<file path="src/rtl/core/multi_queue_packet_handle_manager_unit_defines.svh">
// assertion helpers for the packet handle manager
`ifndef MULTI_QUEUE_PACKET_HANDLE_MANAGER_UNIT_DEFINES_SVH
`define MULTI_QUEUE_PACKET_HANDLE_MANAGER_UNIT_DEFINES_SVH

// same-cycle implication, clocked on clock, quiet during reset
`define MQPH_CHECK(label, ante, cons, msg) \
   label: assert property (@(posedge clock) disable iff (reset) (ante) |-> (cons)) \
      else $error(msg);

// next-cycle implication
`define MQPH_CHECK_NEXT(label, ante, cons, msg) \
   label: assert property (@(posedge clock) disable iff (reset) (ante) |=> (cons)) \
      else $error(msg);

`endif

</file>
<file path="src/rtl/core/mqph_pkg.sv">
`timescale 1ns / 1ps

package mqph_pkg;

   localparam int HANDLE_W       = 16;
   localparam int QUEUE_IDX_BITS = 6;
   localparam int FCOUNT_BITS    = 13;
   localparam int ACTIVE_BITS    = 5;
   localparam int OP_QUEUE_DEPTH = 2;
   localparam int OP_PTR_BITS    = (OP_QUEUE_DEPTH > 1) ? $clog2(OP_QUEUE_DEPTH) : 1;

   localparam int DEF_NUM_QUEUES  = 16;
   localparam int DEF_NUM_SLOTS   = 16;
   localparam int DEF_STORE_DEPTH = 64;
   localparam int DEF_HANDLE_BITS = 16;

   localparam logic [ACTIVE_BITS-1:0] ACTIVE_QUEUES_RESET = 5'd16;

   localparam logic [1:0] FUNC_QUERY   = 2'd0;
   localparam logic [1:0] FUNC_ENQUEUE = 2'd1;
   localparam logic [1:0] FUNC_DEQUEUE = 2'd2;

   typedef enum logic [2:0] {
      STATUS_OK         = 3'd0,
      STATUS_BAD_SLOT   = 3'd1,
      STATUS_BAD_QUEUE  = 3'd2,
      STATUS_SLOT_EMPTY = 3'd3,
      STATUS_FULL       = 3'd4
   } status_type;

   typedef enum logic [2:0] {
      K_NOP   = 3'd0,
      K_QUERY = 3'd1,
      K_ENQ   = 3'd2,
      K_DEQ   = 3'd3,
      K_ERROR = 3'd4
   } op_kind_type;

   // classified request as it travels from front to back
   typedef struct packed {
      op_kind_type                kind;
      status_type                 status;
      logic [QUEUE_IDX_BITS-1:0]  queue;
      logic                       occupied;
      logic [HANDLE_W-1:0]        handle;
   } op_type;

   typedef struct packed {
      logic [FCOUNT_BITS-1:0] free_count;
      logic [FCOUNT_BITS-1:0] low_mark;
   } back_status_type;

endpackage

</file>
<file path="src/rtl/core/mqph_if.sv">
`timescale 1ns / 1ps

interface mqph_req_if;
   logic        valid;
   logic        ready;
   logic [1:0]  func;
   logic [7:0]  queue_number;
   logic [7:0]  slot_number;
   logic        slot_occupied;
   logic [15:0] slot_handle;

   modport source (output valid, output func, output queue_number, output slot_number,
                   output slot_occupied, output slot_handle, input ready);
   modport sink   (input valid, input func, input queue_number, input slot_number,
                   input slot_occupied, input slot_handle, output ready);
endinterface

interface mqph_rsp_if;
   logic        valid;
   logic        ready;
   logic [2:0]  status;
   logic        queue_is_empty;
   logic        new_slot_occupied;
   logic [15:0] new_slot_handle;
   logic        freed_valid;
   logic [15:0] freed_handle;

   modport source (output valid, output status, output queue_is_empty,
                   output new_slot_occupied, output new_slot_handle,
                   output freed_valid, output freed_handle, input ready);
   modport sink   (input valid, input status, input queue_is_empty,
                   input new_slot_occupied, input new_slot_handle,
                   input freed_valid, input freed_handle, output ready);
endinterface

</file>
<file path="src/rtl/core/mqph_front.sv">
`timescale 1ns / 1ps

module mqph_front #(
   parameter int NUM_QUEUES  = mqph_pkg::DEF_NUM_QUEUES,
   parameter int NUM_SLOTS   = mqph_pkg::DEF_NUM_SLOTS,
   parameter int HANDLE_BITS = mqph_pkg::DEF_HANDLE_BITS
) (
   mqph_req_if.sink                          req,
   input  logic [mqph_pkg::ACTIVE_BITS-1:0]  active_queues,
   input  logic                              opq_full,
   output logic                              opq_push,
   output mqph_pkg::op_type                  opq_op
);
   import mqph_pkg::*;

   localparam logic [7:0] QUEUE_LIMIT = 8'(NUM_QUEUES);
   localparam logic [8:0] SLOT_LIMIT  = 9'(NUM_SLOTS);
   localparam logic [HANDLE_W-1:0] HANDLE_MASK =
      (HANDLE_BITS >= HANDLE_W) ? {HANDLE_W{1'b1}} : HANDLE_W'((32'd1 << HANDLE_BITS) - 32'd1);

   logic queue_ok;
   logic slot_ok;

   assign queue_ok = (req.queue_number < {3'b000, active_queues}) &&
                     (req.queue_number < QUEUE_LIMIT);
   assign slot_ok  = {1'b0, req.slot_number} < SLOT_LIMIT;

   assign req.ready = !opq_full;
   assign opq_push  = req.valid && !opq_full;

   always_comb begin
      opq_op.kind     = K_NOP;
      opq_op.status   = STATUS_OK;
      opq_op.queue    = req.queue_number[QUEUE_IDX_BITS-1:0];
      opq_op.occupied = req.slot_occupied;
      // an empty slot carries a zero handle everywhere downstream
      opq_op.handle   = req.slot_occupied ? (req.slot_handle & HANDLE_MASK) : '0;
      unique case (req.func)
         FUNC_QUERY: begin
            if (queue_ok) begin
               opq_op.kind = K_QUERY;
            end else begin
               opq_op.kind   = K_ERROR;
               opq_op.status = STATUS_BAD_QUEUE;
            end
         end
         FUNC_ENQUEUE, FUNC_DEQUEUE: begin
            if (!slot_ok) begin
               opq_op.kind   = K_ERROR;
               opq_op.status = STATUS_BAD_SLOT;
            end else if (!queue_ok) begin
               opq_op.kind   = K_ERROR;
               opq_op.status = STATUS_BAD_QUEUE;
            end else if (req.func == FUNC_ENQUEUE && !req.slot_occupied) begin
               opq_op.kind   = K_ERROR;
               opq_op.status = STATUS_SLOT_EMPTY;
            end else begin
               opq_op.kind = (req.func == FUNC_ENQUEUE) ? K_ENQ : K_DEQ;
            end
         end
         default: begin
            opq_op.kind = K_NOP;
         end
      endcase
   end

endmodule

</file>
<file path="src/rtl/core/mqph_opq.sv">
`timescale 1ns / 1ps

module mqph_opq (
   input  logic              clock,
   input  logic              reset,
   input  logic              push,
   input  mqph_pkg::op_type  push_op,
   output logic              full,
   input  logic              pop,
   output mqph_pkg::op_type  pop_op,
   output logic              empty
);
   import mqph_pkg::*;

   localparam logic [OP_PTR_BITS-1:0] LAST_PTR  = OP_PTR_BITS'(OP_QUEUE_DEPTH - 1);
   localparam logic [OP_PTR_BITS:0]   FULL_CNT  = (OP_PTR_BITS + 1)'(OP_QUEUE_DEPTH);

   op_type                 entry_ff [OP_QUEUE_DEPTH];
   logic [OP_PTR_BITS-1:0] wr_ptr_ff, wr_ptr_in;
   logic [OP_PTR_BITS-1:0] rd_ptr_ff, rd_ptr_in;
   logic [OP_PTR_BITS:0]   count_ff, count_in;
   logic                   do_push;
   logic                   do_pop;

   assign full    = count_ff == FULL_CNT;
   assign empty   = count_ff == '0;
   assign pop_op  = entry_ff[rd_ptr_ff];
   assign do_push = push && !full;
   assign do_pop  = pop && !empty;

   always_comb begin
      wr_ptr_in = wr_ptr_ff;
      rd_ptr_in = rd_ptr_ff;
      count_in  = count_ff;
      if (do_push) begin
         wr_ptr_in = (wr_ptr_ff == LAST_PTR) ? '0 : wr_ptr_ff + 1'b1;
      end
      if (do_pop) begin
         rd_ptr_in = (rd_ptr_ff == LAST_PTR) ? '0 : rd_ptr_ff + 1'b1;
      end
      if (do_push && !do_pop) begin
         count_in = count_ff + 1'b1;
      end else if (do_pop && !do_push) begin
         count_in = count_ff - 1'b1;
      end
   end

   always_ff @(posedge clock) begin
      if (reset) begin
         wr_ptr_ff <= '0;
         rd_ptr_ff <= '0;
         count_ff  <= '0;
      end else begin
         wr_ptr_ff <= wr_ptr_in;
         rd_ptr_ff <= rd_ptr_in;
         count_ff  <= count_in;
      end
   end

   always_ff @(posedge clock) begin
      if (do_push) begin
         entry_ff[wr_ptr_ff] <= push_op;
      end
   end

endmodule

</file>
<file path="src/rtl/core/mqph_back.sv">
`timescale 1ns / 1ps

module mqph_back #(
   parameter int NUM_QUEUES  = mqph_pkg::DEF_NUM_QUEUES,
   parameter int STORE_DEPTH = mqph_pkg::DEF_STORE_DEPTH,
   parameter int HANDLE_BITS = mqph_pkg::DEF_HANDLE_BITS
) (
   input  logic                      clock,
   input  logic                      reset,
   input  logic                      opq_empty,
   input  mqph_pkg::op_type          opq_op,
   output logic                      opq_pop,
   mqph_rsp_if.source                rsp,
   output mqph_pkg::back_status_type stat
);
   import mqph_pkg::*;

   localparam int QW = (NUM_QUEUES > 1) ? $clog2(NUM_QUEUES) : 1;
   localparam int AW = $clog2(STORE_DEPTH);
   localparam int CW = AW + 1;
   localparam int SB = (HANDLE_BITS < HANDLE_W) ? HANDLE_BITS : HANDLE_W;
   localparam logic [CW-1:0] DEPTH_COUNT = CW'(STORE_DEPTH);

   typedef enum logic [2:0] {
      ST_IDLE = 3'b001,
      ST_EVAL = 3'b010,
      ST_DEQ  = 3'b100
   } back_state_type;

   back_state_type state_ff, state_in;
   op_type         op_ff;

   logic [CW-1:0]         free_count_ff, free_count_in;
   logic [CW-1:0]         low_mark_ff, low_mark_in;
   logic [NUM_QUEUES-1:0] qvalid_ff, qvalid_in;

   // per-queue tables
   logic [AW-1:0] head_mem [NUM_QUEUES];
   logic [AW-1:0] tail_mem [NUM_QUEUES];
   logic [CW-1:0] len_mem  [NUM_QUEUES];
   // shared store and free stack
   logic [AW-1:0] link_mem   [STORE_DEPTH];
   logic [SB-1:0] entry_mem  [STORE_DEPTH];
   logic [AW-1:0] fstack_mem [STORE_DEPTH];

   logic [AW-1:0] head_rd_ff, tail_rd_ff, fs_rd_ff, link_rd_ff;
   logic [CW-1:0] len_rd_ff;
   logic [SB-1:0] entry_rd_ff;
   logic          qvalid_rd_ff;

   logic                rsp_valid_ff, rsp_valid_in;
   status_type          rsp_status_ff, rsp_status_in;
   logic                rsp_qempty_ff, rsp_qempty_in;
   logic                rsp_nocc_ff, rsp_nocc_in;
   logic [HANDLE_W-1:0] rsp_nh_ff, rsp_nh_in;
   logic                rsp_fv_ff, rsp_fv_in;
   logic [HANDLE_W-1:0] rsp_fh_ff, rsp_fh_in;

   logic [QW-1:0] qidx;
   logic [CW-1:0] len_cur;
   logic          len_zero;
   logic          out_free;
   logic          store_full;
   logic [AW-1:0] fresh_entry;
   logic          go_deq;
   logic          finish_eval;
   logic          finish_deq;
   logic          finish;
   logic          enq_do;
   logic          push_free;

   assign qidx       = op_ff.queue[QW-1:0];
   assign len_cur    = qvalid_rd_ff ? len_rd_ff : '0;
   assign len_zero   = len_cur == '0;
   assign out_free   = !rsp_valid_ff || rsp.ready;
   assign store_full = free_count_ff == '0;
   // stack slots below the low mark were never pushed and still hold their own index
   assign fresh_entry = (free_count_ff == low_mark_ff) ? AW'(free_count_ff - CW'(1)) : fs_rd_ff;

   assign opq_pop     = (state_ff == ST_IDLE) && !opq_empty;
   assign go_deq      = (state_ff == ST_EVAL) && (op_ff.kind == K_DEQ) && !len_zero;
   assign finish_eval = (state_ff == ST_EVAL) && !go_deq && out_free;
   assign finish_deq  = (state_ff == ST_DEQ) && out_free;
   assign finish      = finish_eval || finish_deq;
   assign enq_do      = finish_eval && (op_ff.kind == K_ENQ) && !store_full;
   assign push_free   = finish_deq && (free_count_ff < DEPTH_COUNT);

   always_comb begin
      state_in = state_ff;
      unique case (state_ff)
         ST_IDLE: begin
            if (opq_pop) begin
               state_in = ST_EVAL;
            end
         end
         ST_EVAL: begin
            if (go_deq) begin
               state_in = ST_DEQ;
            end else if (out_free) begin
               state_in = ST_IDLE;
            end
         end
         ST_DEQ: begin
            if (out_free) begin
               state_in = ST_IDLE;
            end
         end
         default: begin
            state_in = ST_IDLE;
         end
      endcase
   end

   always_comb begin
      free_count_in = free_count_ff;
      low_mark_in   = low_mark_ff;
      qvalid_in     = qvalid_ff;
      if (enq_do) begin
         free_count_in    = free_count_ff - CW'(1);
         qvalid_in[qidx]  = 1'b1;
         if (free_count_ff == low_mark_ff) begin
            low_mark_in = free_count_ff - CW'(1);
         end
      end else if (push_free) begin
         free_count_in = free_count_ff + CW'(1);
      end
   end

   // result for the item in flight
   always_comb begin
      rsp_status_in = op_ff.status;
      rsp_qempty_in = 1'b0;
      rsp_nocc_in   = op_ff.occupied;
      rsp_nh_in     = op_ff.handle;
      rsp_fv_in     = 1'b0;
      rsp_fh_in     = '0;
      if (state_ff == ST_DEQ) begin
         rsp_nocc_in = 1'b1;
         rsp_nh_in   = HANDLE_W'(entry_rd_ff);
         rsp_fv_in   = op_ff.occupied;
         rsp_fh_in   = op_ff.handle;
      end else begin
         unique case (op_ff.kind)
            K_QUERY: begin
               rsp_qempty_in = len_zero;
            end
            K_ENQ: begin
               if (store_full) begin
                  rsp_status_in = STATUS_FULL;
               end else begin
                  rsp_nocc_in = 1'b0;
                  rsp_nh_in   = '0;
               end
            end
            default: begin
               rsp_qempty_in = 1'b0;
            end
         endcase
      end
   end

   always_comb begin
      rsp_valid_in = rsp_valid_ff;
      if (finish) begin
         rsp_valid_in = 1'b1;
      end else if (rsp.ready) begin
         rsp_valid_in = 1'b0;
      end
   end

   always_ff @(posedge clock) begin
      if (reset) begin
         state_ff      <= ST_IDLE;
         free_count_ff <= DEPTH_COUNT;
         low_mark_ff   <= DEPTH_COUNT;
         qvalid_ff     <= '0;
         rsp_valid_ff  <= 1'b0;
      end else begin
         state_ff      <= state_in;
         free_count_ff <= free_count_in;
         low_mark_ff   <= low_mark_in;
         qvalid_ff     <= qvalid_in;
         rsp_valid_ff  <= rsp_valid_in;
      end
   end

   always_ff @(posedge clock) begin
      if (opq_pop) begin
         op_ff <= opq_op;
      end
      if (finish) begin
         rsp_status_ff <= rsp_status_in;
         rsp_qempty_ff <= rsp_qempty_in;
         rsp_nocc_ff   <= rsp_nocc_in;
         rsp_nh_ff     <= rsp_nh_in;
         rsp_fv_ff     <= rsp_fv_in;
         rsp_fh_ff     <= rsp_fh_in;
      end
   end

   // queue tables: read on pop, written when the item completes
   always_ff @(posedge clock) begin
      if ((enq_do && len_zero) || finish_deq) begin
         head_mem[qidx] <= finish_deq ? link_rd_ff : fresh_entry;
      end
      if (opq_pop) begin
         head_rd_ff <= head_mem[opq_op.queue[QW-1:0]];
      end
   end

   always_ff @(posedge clock) begin
      if (enq_do) begin
         tail_mem[qidx] <= fresh_entry;
      end
      if (opq_pop) begin
         tail_rd_ff <= tail_mem[opq_op.queue[QW-1:0]];
      end
   end

   always_ff @(posedge clock) begin
      if (enq_do || finish_deq) begin
         len_mem[qidx] <= enq_do ? len_cur + CW'(1) : len_cur - CW'(1);
      end
      if (opq_pop) begin
         len_rd_ff    <= len_mem[opq_op.queue[QW-1:0]];
         qvalid_rd_ff <= qvalid_ff[opq_op.queue[QW-1:0]];
      end
   end

   // a new tail's own link is left stale; it is overwritten before it can matter
   always_ff @(posedge clock) begin
      if (enq_do && !len_zero) begin
         link_mem[tail_rd_ff] <= fresh_entry;
      end
      if (go_deq) begin
         link_rd_ff <= link_mem[head_rd_ff];
      end
   end

   always_ff @(posedge clock) begin
      if (enq_do) begin
         entry_mem[fresh_entry] <= op_ff.handle[SB-1:0];
      end
      if (go_deq) begin
         entry_rd_ff <= entry_mem[head_rd_ff];
      end
   end

   always_ff @(posedge clock) begin
      if (push_free) begin
         fstack_mem[free_count_ff[AW-1:0]] <= head_rd_ff;
      end
      if (opq_pop) begin
         fs_rd_ff <= fstack_mem[AW'(free_count_ff - CW'(1))];
      end
   end

   assign rsp.valid             = rsp_valid_ff;
   assign rsp.status            = rsp_status_ff;
   assign rsp.queue_is_empty    = rsp_qempty_ff;
   assign rsp.new_slot_occupied = rsp_nocc_ff;
   assign rsp.new_slot_handle   = rsp_nh_ff;
   assign rsp.freed_valid       = rsp_fv_ff;
   assign rsp.freed_handle      = rsp_fh_ff;

   assign stat.free_count = FCOUNT_BITS'(free_count_ff);
   assign stat.low_mark   = FCOUNT_BITS'(low_mark_ff);

endmodule

</file>
<file path="src/rtl/core/multi_queue_packet_handle_manager_unit.sv">
`timescale 1ns / 1ps
`include "multi_queue_packet_handle_manager_unit_defines.svh"
// Packet handle manager: FIFO queues of handles kept in one shared linked store.
// req_bus carries one request per transfer (query empty, enqueue, dequeue) with
// the queue, the slot and the slot's current contents; rsp_bus returns one
// result per request, in request order, with status, the slot's new contents
// and any handle freed by a dequeue.
// csr_write_enable/csr_write_data set the number of active queues; write it only
// while no request is outstanding.
// The front classifies each request in the cycle it is accepted and drops it
// into a two-entry op queue. The back reads the queue tables and free stack,
// then completes queries, errors, enqueues and dequeues from an empty queue;
// a dequeue that removes a handle adds a step between the two, the read of the
// linked store at the head entry.
// A stalled rsp_bus holds its result; the back finishes reading the next item
// and then waits, and the front keeps taking requests until the op queue fills.
// Reset (synchronous) empties every queue at once through per-queue valid bits
// and refills the free stack through a low-water mark; no clearing pass is needed.
// Handles still queued at reset are dropped without being reported.
module multi_queue_packet_handle_manager_unit #(
   parameter int NUM_QUEUES  = mqph_pkg::DEF_NUM_QUEUES,
   parameter int NUM_SLOTS   = mqph_pkg::DEF_NUM_SLOTS,
   parameter int STORE_DEPTH = mqph_pkg::DEF_STORE_DEPTH,
   parameter int HANDLE_BITS = mqph_pkg::DEF_HANDLE_BITS
) (
   input  logic                             clock,
   input  logic                             reset,
   mqph_req_if.sink                         req_bus,
   mqph_rsp_if.source                       rsp_bus,
   input  logic                             csr_write_enable,
   input  logic [mqph_pkg::ACTIVE_BITS-1:0] csr_write_data
);
   import mqph_pkg::*;

   localparam logic [FCOUNT_BITS-1:0] DEPTH_LIMIT = FCOUNT_BITS'(STORE_DEPTH);

   logic [ACTIVE_BITS-1:0] active_ff;
   logic                   opq_full;
   logic                   opq_push;
   op_type                 push_op;
   logic                   opq_pop;
   op_type                 pop_op;
   logic                   opq_empty;
   back_status_type        stat;
   logic [FCOUNT_BITS-1:0] free_prev_ff;
   logic                   free_step_ok;
   logic                   rsp_error;
   logic                   rsp_freed;

   always_ff @(posedge clock) begin
      if (reset) begin
         active_ff <= ACTIVE_QUEUES_RESET;
      end else if (csr_write_enable) begin
         active_ff <= csr_write_data;
      end
   end

   mqph_front #(
      .NUM_QUEUES  (NUM_QUEUES),
      .NUM_SLOTS   (NUM_SLOTS),
      .HANDLE_BITS (HANDLE_BITS)
   ) u_front (
      .req           (req_bus),
      .active_queues (active_ff),
      .opq_full      (opq_full),
      .opq_push      (opq_push),
      .opq_op        (push_op)
   );

   mqph_opq u_opq (
      .clock   (clock),
      .reset   (reset),
      .push    (opq_push),
      .push_op (push_op),
      .full    (opq_full),
      .pop     (opq_pop),
      .pop_op  (pop_op),
      .empty   (opq_empty)
   );

   mqph_back #(
      .NUM_QUEUES  (NUM_QUEUES),
      .STORE_DEPTH (STORE_DEPTH),
      .HANDLE_BITS (HANDLE_BITS)
   ) u_back (
      .clock     (clock),
      .reset     (reset),
      .opq_empty (opq_empty),
      .opq_op    (pop_op),
      .opq_pop   (opq_pop),
      .rsp       (rsp_bus),
      .stat      (stat)
   );

   always_ff @(posedge clock) begin
      free_prev_ff <= stat.free_count;
   end

   assign free_step_ok = (stat.free_count == free_prev_ff) ||
                         (stat.free_count == free_prev_ff + 1'b1) ||
                         (stat.free_count == free_prev_ff - 1'b1);
   assign rsp_error    = rsp_bus.valid && (rsp_bus.status != STATUS_OK);
   assign rsp_freed    = rsp_bus.valid && rsp_bus.freed_valid;

   `MQPH_CHECK(a_free_bound, 1'b1, stat.free_count <= DEPTH_LIMIT, "free count above store depth")
   `MQPH_CHECK(a_mark_bound, 1'b1, stat.low_mark <= stat.free_count, "low mark above free count")
   `MQPH_CHECK(a_err_no_free, rsp_error, !rsp_bus.freed_valid, "error result frees a handle")
   `MQPH_CHECK(a_freed_fills, rsp_freed, rsp_bus.new_slot_occupied, "freed without refilled slot")
   `MQPH_CHECK_NEXT(a_free_step, 1'b1, free_step_ok, "free count jumped")

endmodule
</file>
<file path="src/flat_wrapper.sv">
// flat-port wrapper written by rule: the top's interface ports become plain ports
module multi_queue_packet_handle_manager_unit_flat import mqph_pkg::*;
#(
   parameter int NUM_QUEUES  = mqph_pkg::DEF_NUM_QUEUES,
   parameter int NUM_SLOTS   = mqph_pkg::DEF_NUM_SLOTS,
   parameter int STORE_DEPTH = mqph_pkg::DEF_STORE_DEPTH,
   parameter int HANDLE_BITS = mqph_pkg::DEF_HANDLE_BITS
)
  (clock, reset, csr_write_enable, csr_write_data, req_bus_valid, req_bus_func, req_bus_queue_number, req_bus_slot_number, req_bus_slot_occupied, req_bus_slot_handle, req_bus_ready, rsp_bus_valid, rsp_bus_status, rsp_bus_queue_is_empty, rsp_bus_new_slot_occupied, rsp_bus_new_slot_handle, rsp_bus_freed_valid, rsp_bus_freed_handle, rsp_bus_ready);
  mqph_req_if req_bus_i ();
  mqph_rsp_if rsp_bus_i ();
  input  logic clock;
  input  logic reset;
  input  logic csr_write_enable;
  input  logic [mqph_pkg::ACTIVE_BITS-1:0] csr_write_data;
  input wire logic [$bits(req_bus_i.valid)-1:0] req_bus_valid;
  input wire logic [$bits(req_bus_i.func)-1:0] req_bus_func;
  input wire logic [$bits(req_bus_i.queue_number)-1:0] req_bus_queue_number;
  input wire logic [$bits(req_bus_i.slot_number)-1:0] req_bus_slot_number;
  input wire logic [$bits(req_bus_i.slot_occupied)-1:0] req_bus_slot_occupied;
  input wire logic [$bits(req_bus_i.slot_handle)-1:0] req_bus_slot_handle;
  output wire logic [$bits(req_bus_i.ready)-1:0] req_bus_ready;
  output wire logic [$bits(rsp_bus_i.valid)-1:0] rsp_bus_valid;
  output wire logic [$bits(rsp_bus_i.status)-1:0] rsp_bus_status;
  output wire logic [$bits(rsp_bus_i.queue_is_empty)-1:0] rsp_bus_queue_is_empty;
  output wire logic [$bits(rsp_bus_i.new_slot_occupied)-1:0] rsp_bus_new_slot_occupied;
  output wire logic [$bits(rsp_bus_i.new_slot_handle)-1:0] rsp_bus_new_slot_handle;
  output wire logic [$bits(rsp_bus_i.freed_valid)-1:0] rsp_bus_freed_valid;
  output wire logic [$bits(rsp_bus_i.freed_handle)-1:0] rsp_bus_freed_handle;
  input wire logic [$bits(rsp_bus_i.ready)-1:0] rsp_bus_ready;
  assign req_bus_i.valid = req_bus_valid;
  assign req_bus_i.func = req_bus_func;
  assign req_bus_i.queue_number = req_bus_queue_number;
  assign req_bus_i.slot_number = req_bus_slot_number;
  assign req_bus_i.slot_occupied = req_bus_slot_occupied;
  assign req_bus_i.slot_handle = req_bus_slot_handle;
  assign req_bus_ready = req_bus_i.ready;
  assign rsp_bus_valid = rsp_bus_i.valid;
  assign rsp_bus_status = rsp_bus_i.status;
  assign rsp_bus_queue_is_empty = rsp_bus_i.queue_is_empty;
  assign rsp_bus_new_slot_occupied = rsp_bus_i.new_slot_occupied;
  assign rsp_bus_new_slot_handle = rsp_bus_i.new_slot_handle;
  assign rsp_bus_freed_valid = rsp_bus_i.freed_valid;
  assign rsp_bus_freed_handle = rsp_bus_i.freed_handle;
  assign rsp_bus_i.ready = rsp_bus_ready;
  multi_queue_packet_handle_manager_unit #(.NUM_QUEUES(NUM_QUEUES), .NUM_SLOTS(NUM_SLOTS), .STORE_DEPTH(STORE_DEPTH), .HANDLE_BITS(HANDLE_BITS)) u_core (.clock(clock), .reset(reset), .req_bus(req_bus_i), .rsp_bus(rsp_bus_i), .csr_write_enable(csr_write_enable), .csr_write_data(csr_write_data));
endmodule
</file>
<file path="config.mk">
export PLATFORM = sky130hd
export DESIGN_NAME = multi_queue_packet_handle_manager_unit_flat
export DESIGN_NICKNAME = d
export VERILOG_FILES = /design/src/rtl/core/mqph_pkg.sv /design/src/rtl/core/mqph_if.sv /design/src/rtl/core/mqph_front.sv /design/src/rtl/core/mqph_opq.sv /design/src/rtl/core/mqph_back.sv /design/src/rtl/core/multi_queue_packet_handle_manager_unit.sv /design/src/flat_wrapper.sv
export VERILOG_INCLUDE_DIRS = /design/src /design/src/rtl/core
export SDC_FILE = /design/constraint.sdc
export NUM_CORES = 2
export LEC_CHECK = 0
export BUFFER_PORTS_ARGS = -buffer_cell sky130_fd_sc_hd__buf_2
export CELL_PAD_IN_SITES_DETAIL_PLACEMENT = 1
export CELL_PAD_IN_SITES_GLOBAL_PLACEMENT = 2
export CORE_UTILIZATION = 45
export CTS_BUF_LIST = sky130_fd_sc_hd__clkbuf_8
export DETAILED_ROUTE_END_ITERATION = 10
export PLACE_DENSITY = 0.72
export SYNTH_ARGS = -nofsm -noshare
export SYNTH_HDL_FRONTEND = slang
export SYNTH_SLANG_ARGS = --single-unit
</file>
<file path="constraint.sdc">
create_clock -name clock -period 6.95 [get_ports clock]
set_input_delay 0.3475 -clock clock [delete_from_list [all_inputs] [get_ports clock]]
set_output_delay 0.3475 -clock clock [all_outputs]
set_load 0.005 [all_outputs]
</file>
Yosys cells after proc, flatten, opt, wreduce, memory -nomap -nowiden. Memory sizes are Yosys's and may differ from the RTL's. A register that Yosys moved wholly into a read port is not among the register bits. Cells that the tools add are included.

Flip-flop bits (word level): 109. Bits in latches: 0. RAM bits: 2154. Memory bits (read-only): 0. Input bits: 45. Memories kept: 7.

Add/subtract/negate cells: 8. $mul: 0. Divide/modulo/power cells: 0. $lt $le $gt $ge: 7. Equality and inequality tests: 11. Shift operators: 0. Muxes and demuxes: 52. Bitwise logic cells: 2. Reduce and logical (&&, ||, !) cells: 42.

Memory list: u_core.u_back.entry_mem (depth 64, bits a word 16, read ports 1, clocked after memory_dff 1, write ports 1, line mqph_back.sv:43) `logic [SB-1:0] entry_mem [STORE_DEPTH];`; u_core.u_back.fstack_mem (depth 64, bits a word 6, read ports 1, clocked after memory_dff 1, write ports 1, line mqph_back.sv:44) `logic [AW-1:0] fstack_mem [STORE_DEPTH];`; u_core.u_back.link_mem (depth 64, bits a word 6, read ports 1, clocked after memory_dff 1, write ports 1, line mqph_back.sv:42) `logic [AW-1:0] link_mem [STORE_DEPTH];`; u_core.u_back.len_mem (depth 16, bits a word 7, read ports 1, clocked after memory_dff 1, write ports 1, line mqph_back.sv:40) `logic [CW-1:0] len_mem [NUM_QUEUES];`; u_core.u_back.head_mem (depth 16, bits a word 6, read ports 1, clocked after memory_dff 1, write ports 1, line mqph_back.sv:38) `logic [AW-1:0] head_mem [NUM_QUEUES];`; u_core.u_back.tail_mem (depth 16, bits a word 6, read ports 1, clocked after memory_dff 1, write ports 1, line mqph_back.sv:39) `logic [AW-1:0] tail_mem [NUM_QUEUES];`; +1 memories.

Operators by type and width (count): 2-to-1 mux 16 bit (4); 2-to-1 mux 7 bit (4); 2-to-1 mux 3 bit (8); 2-to-1 mux 6 bit (4); 2-to-1 mux 1 bit (23); logical AND 1 bit (19); less-than comparator 8 x 5 -> 1 bit (second input constant) (2); OR 16 bit (1); adder 7 x 1 -> 7 bit (second input constant) (2); logical NOT 7 bit (2); subtractor 7 x 1 -> 7 bit (second input constant) (2); case mux 3 bit (2 select lines) (2); less-than comparator 4 x 5 -> 1 bit (second input constant) (2); == test 3 x 2 -> 1 bit (second input constant) (3); logical NOT 1 bit (9); case mux 3 bit (3 select lines) (1); less-than comparator 8 x 5 -> 1 bit (1); 2-to-1 mux 2 bit (4); == test 7 bit (1); less-than comparator 7 bit (second input constant) (1); == test 3 x 1 -> 1 bit (second input constant) (2); nonzero test 2 bit (3); binary-select mux 1 bit (select 4 bit) (1); demux 1 bit (select 4 bit) (1); 13 further kinds (20).

Logic depth before layout (Yosys ltp).
Depth in word-level cells: 13. Depth in mapped cells: 17. Gate-level depth less buffers: 13.

Modules after synthesis. A second synthesis with hierarchy kept.

Cells, all modules: 4216. Area total of the unflattened synthesis: 89997.6 µm².

By module, submodules not included: mqph_back (times used 1, cells each 4018, area each 87062.2 µm², sequential area each 67014.3 µm²); mqph_opq (times used 1, cells each 115, area each 2306.0 µm², sequential area each 1841.8 µm²); mqph_front (times used 1, cells each 67, area each 445.4 µm², sequential area each 0.0 µm²); multi_queue_packet_handle_manager_unit (times used 1, cells each 16, area each 183.9 µm², sequential area each 100.1 µm²).

Worst setup path after synthesis. Ideal clock, no wire load.

Path kind: register to register. Start point: register u_core.u_back.state_ff[1]. End point: register u_core.u_opq.count_ff[1]. Data arrival time: 5320 ps. Setup slack: 1559 ps. Cell stages (with the launch flop): 7. Buffers on the path: 0. Period minus slack after synthesis: 5391 ps. Cell sequence: dfxtp_1 nand2b_1 nor3_1 inv_1 ha_1 or3_1 a21oi_1.

Longest elaborated chain between the ends: 6. Elaborated cells on any way between the ends: 8. Classes of those cells: eq/ne (1); mux (1); reduce/logical (6).

Ends and longest elaborated chain: from (decl) (line mqph_back.sv:30) `back_state_type state_ff, state_in;`; from (signal assigned) (line mqph_back.sv:179) `state_ff <= state_in;`; == test 3 x 1 -> 1 bit (*) (line mqph_back.sv:80) `assign opq_pop = (state_ff == ST_IDLE) && !opq_empty;`; logical AND 1 bit (*) (line mqph_back.sv:80); via u_core.opq_pop (line multi_queue_packet_handle_manager_unit.sv:41) `logic opq_pop;`; logical AND 1 bit (*) (line mqph_opq.sv:29) `assign do_pop = pop && !empty;`; logical NOT 1 bit (line mqph_opq.sv:41) `if (do_push && !do_pop) begin`; logical AND 1 bit (line mqph_opq.sv:41); 2-to-1 mux 2 bit or nonzero test 2 bit (tied branches); to (signal assigned) (line mqph_opq.sv:56) `count_ff <= count_in;`; to (decl) (line mqph_opq.sv:21) `logic [OP_PTR_BITS:0] count_ff, count_in;`.

Mark *: on every way through the listed nets, which the timed path passes. The rest lies on a longest branch. A chain may end at the register's enable or synchronous reset.

Worst setup path after layout.
Start point: register u_core.u_back.free_count_ff[0]. End point: memory u_core.u_back.entry_mem[0][3] (netlist name) (enable).

Longest elaborated chain between the ends: 5. Elaborated cells on any way between the ends: 8. Classes of those cells: add/sub (1); eq/ne (1); mux (3); reduce/logical (3).

Ends and longest elaborated chain: from (decl) (line mqph_back.sv:33) `logic [CW-1:0] free_count_ff, free_count_in;`; from (signal assigned) (line mqph_back.sv:180) `free_count_ff <= free_count_in;`; parallel branches: the longest is 5 deep, another holds subtractor 7 x 1 -> 7 bit; to (decl) (line mqph_back.sv:43).

Several ways; the timed one is not identified.

==> flow_metrics.env <==
export IMPL_vias_per_cell=5.74
export IMPL_rr_worst_depth=11
export IMPL_cts_root_buffer="clkbuf_8"
export IMPL_dp_hpwl_mm=132
export IMPL_timing_fmax_ghz=0.169
export IMPL_worst_setup_path_start_kind="flip-flop"
export IMPL_switchingPower_mw=12.2
export IMPL_insertion_delay_ns=1.10
export IMPL_ys_seq_elements=2304
export IMPL_grt_overflow=0
export IMPL_leakage_nw=32.2
export IMPL_grt_pass1_wl_mm=331
export IMPL_numClockSinks=2304
export IMPL_critPathCaptureType="flip-flop"
export IMPL_ys_async_sr_fraction_pct=0
export IMPL_hold_depth=6
export IMPL_final_nets=5022
export IMPL_h_tree_depth=5
export IMPL_placed_cells_incl_taps=7151
export IMPL_power_density_nw_per_um2=383
export IMPL_fillCellCount=17900
export IMPL_synthDistinctLibCells=70
export IMPL_syn_inst=4560
export IMPL_status="completed"
export IMPL_clk_pin_slew_ns=0.07
export IMPL_drv_cap=0
export IMPL_drive_gt1_share_pct=25.6
export IMPL_p_int_mw=26.6
export IMPL_slew_headroom_pct=13.8
export IMPL_tightest_slew_ns=1.29
export IMPL_hold_buffers=60
export IMPL_slowest_delay_ns=1.16
export IMPL_synth_area_sq_um=90200
export IMPL_period_needed_ns=5.91
export IMPL_ir_drop_uv=326
export IMPL_ys_warn_count=0
export IMPL_ant_nets=0
export IMPL_critPathKind="flip-flop to flip-flop"
export IMPL_initial_core_util_pct=45.5
export IMPL_antenna_found_initial=8
export IMPL_stdcell_count=7873
export IMPL_gp_congestion=0.752
export IMPL_cts_tree="done"
export IMPL_crit_slowest_cell="nor2_2"
export IMPL_core_sq_um=198000
export IMPL_synth_top_flop_cell="edfxtp_1"
export IMPL_synth_edf_count=2260
export IMPL_finalHoldViolations=0
export IMPL_fin_skew_ns=0.0727
export IMPL_cts_buffer_depth=4
export IMPL_dieArea_sq_um=202000
export IMPL_wl_per_cell_um=28.6
export IMPL_area_growth_pct=12.4
export IMPL_p_total_mw=38.8
export IMPL_die_w_um=450
export IMPL_routed_wirelength_mm=225
export IMPL_rsz0062_at_grt="no"
export IMPL_seqPwrFrac_pct=45.5
export IMPL_cts_resized=0
export IMPL_post_cts_setup_buffer_count=0
export IMPL_worst_hold_path_type="primary input to flip-flop"
export IMPL_power_switching_share_pct=31.4
export IMPL_dr_total_vias=45200
export IMPL_row_count=163
export IMPL_crit_fanout=35
export IMPL_pwr_share_comb_pct=26.7
export IMPL_layout_commonest_cell="edfxtp_1"
export IMPL_syn_area_per_cell_sq_um=19.8
export IMPL_grt_max_degree=121
export IMPL_grt_pass1_vias=48200
export IMPL_cp_common_cell="buf_4"
export IMPL_numCtsBuffers=388
export IMPL_die_h_um=450
export IMPL_drv_slew=0
export IMPL_setup_tns_final_ns=0
export IMPL_port_buffers=80
export IMPL_pwr_share_clk_pct=27.7
export IMPL_setup_violations=0
export IMPL_mostFrequentLayoutCells="2,260 x edfxtp_1, 544 x mux4_2, 445 x nand2_1, 394 x clkbuf_8, 216 x nor2_1"
export IMPL_track_usage_pct=22.4
export IMPL_ys_seq_area_share_pct=76.2
export IMPL_syn_nets=4621
export IMPL_cp_cell_sequence="inv_1 > ha_4 > nor3b_2 > a31oi_2 > buf_4 > nand2_2 > buf_4 > inv_1 > nand4_1 > nor2_2 > buf_4"
export IMPL_initialDrtViolationCount=4015
export IMPL_remaining_drc_errors=0
export IMPL_critPathArrivalTime_ns=6.69
export IMPL_dr_pass1_iters=5
export IMPL_post_route_period_util_pct=85.0
export IMPL_io_pins=85
export IMPL_cp_required_ns=7.74
## worst max-delay path: cells and delay by family (launching register included)
kind	cells	cell delay, ns
fa+ha+maj	1	0.30
compound gates	1	0.29
simple gates	4	2.37
buf+inv	5	1.81
flops	1	0.82
## path summary, 6_finish.rpt
| check | startpoint | to | slack (ns) |
|---|---|---|---|
| worst max register to register | u_core.u_back.free_count_ff[0] | u_core.u_back.entry_mem[0][3] | 1.04 |
| worst min register to register | u_core.u_back.qvalid_ff[7] | u_core.u_back.qvalid_ff[7] | 0.47 |
| worst max-delay path | u_core.u_back.free_count_ff[0] | u_core.u_back.entry_mem[0][3] | 1.04 |
| worst min-delay path | req_bus_queue_number[6] | u_core.u_opq.entry_ff[1][26] | 0.16 |
## power by group through the flow
stage	Clock [mW]	Combinational [mW]	Sequential (mW)
4_1_cts	11.0	10.6	17.6
3_3_place_gp	0	10.3	17.9
6_report	10.8	10.4	17.6
5_1_grt	11.5	11.0	17.7
3_5_place_dp	0	10.5	17.9
2_1_floorplan	0	6.04	18.3
## flip-flops by register name, indices dropped and copies added, names as in the netlist, 7 cells and up, named ones only
register	flops
u_core.u_back.entry_mem	1024
u_core.u_back.fstack_mem	384
u_core.u_back.link_mem	384
u_core.u_back.len_mem	112
u_core.u_back.head_mem	96
u_core.u_back.tail_mem	96
u_core.u_opq.entry_ff	52
u_core.u_back.op_ff	26
u_core.u_back.entry_rd_ff	16
u_core.u_back.qvalid_ff	16
u_core.u_back.rsp.freed_handle	16
u_core.u_back.rsp.new_slot_handle	16
u_core.u_back.free_count_ff	7
u_core.u_back.len_rd_ff	7
u_core.u_back.low_mark_ff	7
## logic make-up after synthesis
| family | after synthesis | share of synthesized area [%] |
|---|---|---|
| AOI/OAI and AO/OA | 197 | 1.51 |
| adders and majority gates | 16 | 0.230 |
| xor gates and xnor gates | 30 | 0.354 |
| buffers and inverters | 293 | 1.42 |
| muxes | 631 | 14.6 |
| DFF | 2304 | 76.2 |
| and+or+nand+nor | 1089 | 5.60 |
## cell type report
type                    count  area, sq um  share of cell area (%)
diodes                      2         5.00                 0.00494
clock buffers             394         5420                    5.35
clock inverters           266         1260                    1.24
inverters                  41          181                   0.179
multi-input cells        1963        20400                    20.1
flip-flops and latches   2304        68800                    67.8
well taps                2640         3300                    3.26
repair buffers            263         2040                    2.01
## cell usage after synthesis, types with 33 or more instances
cell	n	area, sq um
a311oi_1	40	350
and2_1	63	394
buf_2	55	275
clkbuf_1	160	601
dfxtp_1	44	881
edfxtp_1	2260	67900
inv_1	33	124
mux2_2	50	563
mux4_2	544	12300
nand2_1	446	1670
nand3_1	186	931
nor2_1	238	893
o21ai_0	54	270
## stage by stage
step	setup slack (ns)	cell area, sq um	hold WS (ns)	util, %
floorplan	1.56	90200	0.441	-
global placement	1.05	94100	0.447	47.4
detailed placement	0.953	94100	0.453	47.4
CTS	0.962	101000	0.0584	51.1
global route	0.860	101000	0.125	51.1
finish	1.04	101000	0.165	51.1
## metal layers
layer	GRT usage, %	vias up	routed length (um)
met3	3.69	351	12300
met2	36.8	1362	112000
met1	31.0	24200	96200
met4	6.18	0	5200
met5	0	-	0
li1	-	19200	-
(Power assumes the default switching activity.)
